<file path="config.mk">
export PLATFORM = sky130hd
export DESIGN_NAME = hdc_engine
export DESIGN_NICKNAME = d
export VERILOG_FILES = /design/src/hdl/hdc_pkg.sv /design/src/hdl/hdc_engine.sv
export SDC_FILE = /design/constraint.sdc
export NUM_CORES = 1
export LEC_CHECK = 0
export ABC_AREA = 1
export BUFFER_PORTS_ARGS = -buffer_cell sky130_fd_sc_hd__buf_2
export CAP_MARGIN = 30
export CORE_AREA = 2 2 289 219
export CTS_BUF_LIST = sky130_fd_sc_hd__clkbuf_2 sky130_fd_sc_hd__clkbuf_4 sky130_fd_sc_hd__clkbuf_8
export CTS_CLUSTER_DIAMETER = 120
export CTS_CLUSTER_SIZE = 25
export DETAILED_ROUTE_END_ITERATION = 8
export DIE_AREA = 0 0 291 221
export GPL_ROUTABILITY_DRIVEN = 0
export SYNTH_ARGS = -nofsm -noshare
export SYNTH_HDL_FRONTEND = slang
export SYNTH_SLANG_ARGS = --single-unit
</file>
<file path="constraint.sdc">
create_clock -name aclk -period 8.1 [get_ports aclk]
set_input_delay 1.215 -clock aclk [delete_from_list [all_inputs] [get_ports aclk]]
set_output_delay 1.215 -clock aclk [all_outputs]
set_load 0.03 [all_outputs]
</file>
<file path="src/hdl/hdc_pkg.sv">
// ----------------------------------------------------------------------------
// hdc_pkg: shared types and constants
// Operation codes, register indexes and the structs passed between the
// heap controller, its engine and the top level.
// ----------------------------------------------------------------------------
package hdc_pkg;

    // Field widths fixed by the item format
    localparam int VALUE_W   = 31;
    localparam int OP_W      = 2;
    localparam int LEVEL_W   = 4;
    localparam int CFG_IDX_W = 1;

    // Operation codes; the spare code behaves as a read
    localparam logic [OP_W-1:0] OP_LOAD   = 2'd0;
    localparam logic [OP_W-1:0] OP_REMOVE = 2'd1;
    localparam logic [OP_W-1:0] OP_READ   = 2'd2;
    localparam logic [OP_W-1:0] OP_SPARE  = 2'd3;

    // Register indexes on the configuration port
    localparam logic [CFG_IDX_W-1:0] CFG_TOTAL_LEVELS = 1'b0;
    localparam logic [CFG_IDX_W-1:0] CFG_KEEP_LEVELS  = 1'b1;

    // Register reset values
    localparam logic [LEVEL_W-1:0] TOTAL_LEVELS_RST = 4'd10;
    localparam logic [LEVEL_W-1:0] KEEP_LEVELS_RST  = 4'd1;

    typedef struct packed {
        logic [LEVEL_W-1:0] total_levels;
        logic [LEVEL_W-1:0] keep_levels;
    } cfg_t;

    typedef struct packed {
        logic               removed;
        logic [VALUE_W-1:0] slot_value;
    } result_t;

endpackage

</file>
<file path="src/hdl/hdc_engine.sv">
// ----------------------------------------------------------------------------
// hdc_engine: heap operation sequencer
// Runs load, read and checked removal against the heap RAM. A removal walks
// down one level per cycle reading both children, keeps the path, and then
// writes the path back shifted up by one slot, one slot per cycle.
// ----------------------------------------------------------------------------
module hdc_engine import hdc_pkg::*; #(
    parameter int HEAP_LEVELS = 10
) (
    input  logic                   aclk,
    input  logic                   aresetn,
    input  cfg_t                   cfg,
    // command side
    input  logic                   in_valid,
    output logic                   in_ready,
    input  logic [OP_W-1:0]        in_op,
    input  logic [HEAP_LEVELS-1:0] in_index,
    input  logic [VALUE_W-1:0]     in_value,
    // result side
    output logic                   res_valid,
    input  logic                   res_ready,
    output result_t                res,
    // heap RAM
    output logic                   ram_we,
    output logic [HEAP_LEVELS-1:0] ram_waddr,
    output logic [VALUE_W-1:0]     ram_wdata,
    output logic [HEAP_LEVELS-1:0] ram_raddr_a,
    input  logic [VALUE_W-1:0]     ram_rdata_a,
    output logic [HEAP_LEVELS-1:0] ram_raddr_b,
    input  logic [VALUE_W-1:0]     ram_rdata_b
);

    localparam int CW = HEAP_LEVELS + 1;              // child index, may overflow
    localparam int DW = $clog2(HEAP_LEVELS + 1);      // path length counter
    localparam int PW = (HEAP_LEVELS > 1) ? $clog2(HEAP_LEVELS) : 1;

    typedef enum logic [2:0] {
        S_IDLE,
        S_ROOT,
        S_WALK,
        S_PULL,
        S_DONE
    } state_t;

    state_t                 state_reg, state_next;
    logic [OP_W-1:0]        op_reg, op_next;
    logic [HEAP_LEVELS-1:0] idx_reg, idx_next;
    logic [VALUE_W-1:0]     root_val_reg, root_val_next;
    logic [HEAP_LEVELS-1:0] x_reg, x_next;
    logic [HEAP_LEVELS-1:0] cur_reg, cur_next;
    logic [DW-1:0]          depth_reg, depth_next;
    logic [DW-1:0]          k_reg, k_next;
    result_t                res_reg, res_next;
    logic [VALUE_W-1:0]     val_reg [HEAP_LEVELS];
    logic [HEAP_LEVELS-1:0] dir_reg;

    logic [LEVEL_W-1:0]     lvl;
    logic [CW-1:0]          lchild, rchild, pick_c;
    logic [VALUE_W-1:0]     lv, rv, pick_v, root_v;
    logic                   pick_r;
    logic                   push_en;
    logic [HEAP_LEVELS-1:0] rd_node;
    logic [CW-1:0]          rd_lchild, rd_rchild;
    logic [CW-1:0]          cur_child;

    // Slot inside the configured heap and not slot zero
    function automatic logic slot_ok(input logic [CW-1:0] s, input logic [LEVEL_W-1:0] l);
        return (s != '0) && ((s >> l) == '0);
    endfunction

    // Effective heap height, saturated to the store size
    assign lvl = (32'(cfg.total_levels) > HEAP_LEVELS) ? LEVEL_W'(HEAP_LEVELS)
                                                       : cfg.total_levels;

    // Children of the current walk node, larger one wins, ties go right
    assign lchild = {x_reg, 1'b0};
    assign rchild = {x_reg, 1'b1};
    assign lv     = slot_ok(lchild, lvl) ? ram_rdata_a : '0;
    assign rv     = slot_ok(rchild, lvl) ? ram_rdata_b : '0;
    assign pick_r = !(lv > rv);
    assign pick_v = pick_r ? rv : lv;
    assign pick_c = {x_reg, pick_r};
    assign root_v = slot_ok({1'b0, idx_reg}, lvl) ? ram_rdata_a : '0;

    // Read addresses: root on accept, children of the next node otherwise
    always_comb begin
        rd_node = idx_reg;
        if (state_reg == S_WALK) begin
            rd_node = pick_c[HEAP_LEVELS-1:0];
        end
    end
    assign rd_lchild   = {rd_node, 1'b0};
    assign rd_rchild   = {rd_node, 1'b1};
    assign ram_raddr_a = (state_reg == S_IDLE) ? in_index : rd_lchild[HEAP_LEVELS-1:0];
    assign ram_raddr_b = rd_rchild[HEAP_LEVELS-1:0];

    assign cur_child = {cur_reg, dir_reg[k_reg[PW-1:0]]};

    assign in_ready  = (state_reg == S_IDLE);
    assign res_valid = (state_reg == S_DONE);
    assign res       = res_reg;

    // Next-state and datapath control
    always_comb begin
        state_next    = state_reg;
        op_next       = op_reg;
        idx_next      = idx_reg;
        root_val_next = root_val_reg;
        x_next        = x_reg;
        cur_next      = cur_reg;
        depth_next    = depth_reg;
        k_next        = k_reg;
        res_next      = res_reg;
        push_en       = 1'b0;
        ram_we        = 1'b0;
        ram_waddr     = cur_reg;
        ram_wdata     = '0;

        unique case (state_reg)
            S_IDLE: begin
                if (in_valid) begin
                    op_next  = in_op;
                    idx_next = in_index;
                    if (in_op == OP_LOAD) begin
                        // slot zero is not part of the heap
                        ram_we              = (in_index != '0);
                        ram_waddr           = in_index;
                        ram_wdata           = in_value;
                        res_next.removed    = 1'b0;
                        res_next.slot_value = slot_ok({1'b0, in_index}, lvl) ? in_value : '0;
                        state_next          = S_DONE;
                    end else begin
                        state_next = S_ROOT;
                    end
                end
            end
            S_ROOT: begin
                root_val_next = root_v;
                x_next        = idx_reg;
                depth_next    = '0;
                if (op_reg == OP_REMOVE && root_v != '0) begin
                    state_next = S_WALK;
                end else begin
                    res_next.removed    = 1'b0;
                    res_next.slot_value = root_v;
                    state_next          = S_DONE;
                end
            end
            S_WALK: begin
                if (pick_v != '0) begin
                    // step down one level and keep the moved value
                    push_en    = 1'b1;
                    x_next     = pick_c[HEAP_LEVELS-1:0];
                    depth_next = depth_reg + 1'b1;
                end else if ((x_reg >> cfg.keep_levels) != '0) begin
                    cur_next   = idx_reg;
                    k_next     = '0;
                    state_next = S_PULL;
                end else begin
                    res_next.removed    = 1'b0;
                    res_next.slot_value = root_val_reg;
                    state_next          = S_DONE;
                end
            end
            S_PULL: begin
                ram_we    = 1'b1;
                ram_waddr = cur_reg;
                if (k_reg != depth_reg) begin
                    ram_wdata = val_reg[k_reg[PW-1:0]];
                    cur_next  = cur_child[HEAP_LEVELS-1:0];
                    k_next    = k_reg + 1'b1;
                end else begin
                    // end slot is cleared
                    ram_wdata           = '0;
                    res_next.removed    = 1'b1;
                    res_next.slot_value = (depth_reg != '0) ? val_reg[0] : '0;
                    state_next          = S_DONE;
                end
            end
            S_DONE: begin
                if (res_ready) begin
                    state_next = S_IDLE;
                end
            end
            default: begin
                state_next = S_IDLE;
            end
        endcase
    end

    // State and registered outputs
    always_ff @(posedge aclk) begin
        if (!aresetn) begin
            state_reg <= S_IDLE;
        end else begin
            state_reg <= state_next;
        end
        op_reg       <= op_next;
        idx_reg      <= idx_next;
        root_val_reg <= root_val_next;
        x_reg        <= x_next;
        cur_reg      <= cur_next;
        depth_reg    <= depth_next;
        k_reg        <= k_next;
        res_reg      <= res_next;
        if (push_en) begin
            val_reg[depth_reg[PW-1:0]] <= pick_v;
            dir_reg[depth_reg[PW-1:0]] <= pick_r;
        end
    end

endmodule

</file>
==> qor.yml <==
fill_cells: 6050
cts_tree: "built"
die_h_um: 221
slowest_delay_ns: 0.56
tightest_slew_ns: 1.08
rrSetupSlack_ns: 1.79
grt_pass1_wl_um: 100000
rows: 79
synthToLayoutAreaGrowth_pct: 11.0
syn_nets: 2164
coreArea_mm2: 0.0616
crit_required_ns: 6.88
syn_inst: 2011
skew_ns: 0.0773
antenna_found_initial: 2
place_ws_ns: 0.700
slew_violations: 0
timing.final.ws_setup_ns: 1.06
hold_path_class: "register to register"
drcViolationCount: 0
ctsHtreeMaxLevel: 1
syn_avg_cell_area_um2: 10.3
worstSetupStartpoint: "cfg[4]"
wire_per_inst_um: 22.8
p_leak_nw: 8.83
critPathKind: "input port to output pin"
outcome: "finished, final reports clean"
ys_ff_latch: 430
grt_overflow: 0
fin_nets: 2293
viasPerCell: 5.59
p_total_w: 0.00864
fmax_ghz: 0.142
cts_root_buf: "clkbuf_8"
crit_path_top_delay_cell: "buf_4"
clk_path_buf_depth: 3
grt_pass1_vias: 15366
hpwlAfterDp_um: 45400
cp-start-kind: "input port"
drt_iter0_markers: 2455
r2r_start: "x_reg[4]"
hold_end: "cur_reg[5]"
max-slew-margin-rel: 0.281
pin_count: 213
grt_usage: 0.203
rr_worst_depth: 32
post-cts-setup-buffers: 0
cap_viol_max_count: 0
fin_crit_ns: 7.04
clkLatencyLatePin_ns: 0.66
drt-total-wl_um: 67500
yosysWarningCount: 0
rsz0062_at_grt: "no"
hold_path_startpoint: "cur_reg[4]"
crit_family: "simple AND/OR/NAND/NOR gates"
rr_endpoint: "res[28]"
cp.depth: 27
die_width_um: 291
largest_reg_flops: 310
yosysSeqAreaShare: 0.620
timing.final.crit_share: 0.869
worst-path-buf-inv: 5
start_util: 0.337
clkSlewWorstSetupHoldPaths_ns: 0.19
mappedNetlistArea_mm2: 0.0207
pwr_density_cell_mw_per_mm2: 376
worst_ep_arrival_time_ns: 5.82
grt_max_degree: 93
cts_resized: 0
fin_tns_setup_ns: 0
holdPathStages: 2
synth.distinct_cells: 46
hold_viol_final: 0
cp_max_fo: 62
dr.pass1.iters: 8
end_kind: "output pin"
cts-buffers-inserted: 21
setup_viol: 0
ant_nets: 0
dieArea_mm2: 0.0643
drive_above_1_share: 0.155
via_count: 16524
clkSinkCount: 430
cts_hold_buf: 0
path_common_cell: "nand2_1"
peakVddDrop_uv: 173
place.port_buffers: 211
[tightest hold or removal path, cell delays in order, from the launching register on]
cell and delay [ns]:
edfxtp_1 0.38, nand2_1 0.05, nand2_1 0.06
[where the power goes]
group | switching [W] | total [W] | internal [W]
registers | 0.000192 | 0.00360 | 0.00341
clock network | 0.000668 | 0.000950 | 0.000282
logic | 0.00315 | 0.00408 | 0.000929
total | 0.00401 | 0.00864 | 0.00462
[worst max-delay path by stage]
stage / end / slack [ns]
global placement: res[28] / 0.99
CTS: ram_raddr_a[1] / 1.21
global route: res[28] / 0.74
detailed placement: res[28] / 0.70
finish: ram_raddr_a[1] / 1.06
floorplan: dir_reg[9] / 0.76
[cell usage after synthesis, drive strengths merged]
cell       n  share of area
a21boi     1        0.00036
and2       2        0.00060
o21bai     2        0.00072
mux2i      1        0.00048
nand3    172          0.045
nand4     42          0.013
o21ai    251          0.061
o21a       1        0.00036
conb       1        0.00018
buf       38          0.013
a211oi     1        0.00036
o221ai    33          0.014
nand2    311          0.058
edfxtp   423           0.61
o211ai     6         0.0022
nor2     257          0.047
nand3b     2        0.00072
xor2       4         0.0017
a21oi     31         0.0086
o22ai     63          0.019
a221oi     2        0.00085
xnor2      2        0.00085
o41ai      6         0.0025
dfxtp      7         0.0068
nor3       6         0.0014
a32o      31          0.015
o32ai      1        0.00042
clkbuf   103          0.019
or2        2        0.00060
nor4       3        0.00091
inv      165          0.030
o31ai      1        0.00036
a22oi      2        0.00072
ha        36          0.022
o2111ai    2        0.00085
[per-layer routing]
| layer | routed length, um | track usage |
|---|---|---|
| met1 | 30300 | 0.312 |
| met2 | 29100 | 0.303 |
| met3 | 6740 | 0.0322 |
| met4 | 1340 | 0.0398 |
| met5 | 0 | 0 |
[logic make-up (layout without fill, tap and decap cells)]
| kind of cell | Yosys count | count (layout) | share of synthesized area |
|---|---|---|---|
| AO/OA/AOI/OAI | 434 | 434 | 0.127 |
| XOR/XNOR | 6 | 6 | 0.00254 |
| adder cells (fa/ha/maj) | 36 | 36 | 0.0217 |
| buffers and inverters | 306 | 442 | 0.0613 |
| flip-flops | 430 | 430 | 0.620 |
| multiplexers | 1 | 1 | 0.000483 |
| other | 1 | 2 | 0.000181 |
| AND/OR/NAND/NOR | 797 | 797 | 0.167 |
[cell type report]
cell class	instances	area, um^2	area share
sequential	430	12800	0.559
tap	810	1010	0.0441
timing repair buffer	247	1390	0.0606
antenna	1	2.50	0.000109
clock buffer	28	342	0.0149
multi-input combinational	1275	6750	0.293
inverter	165	622	0.0270
clock inverter	2	27.5	0.00120
[cells in the final DEF (no fill, tap or decap), drive strengths merged, types with 7 or more instances in the layout]
master	synthesis	routed
o22ai	63	63
nand4	42	42
nand3	172	172
a32o	31	31
ha	36	36
edfxtp	423	423
buf	38	247
o21ai	251	251
o221ai	33	33
clkbuf	103	28
nor2	257	257
a21oi	31	31
nand2	311	311
dfxtp	7	7
inv	165	166
[per-stage QoR]
stage	utilization	instances	hold slack (ns)	instance area, um^2
2_1_floorplan	-	2011	0.518	20700
3_3_place_gp	0.367	2926	0.530	22600
3_5_place_dp	0.367	2927	0.527	22600
4_1_cts	0.373	2957	0.561	23000
5_1_grt	0.373	2957	0.592	23000
6_report	0.373	2958	0.556	23000
Note: power is estimated with default switching activity, not from simulation.
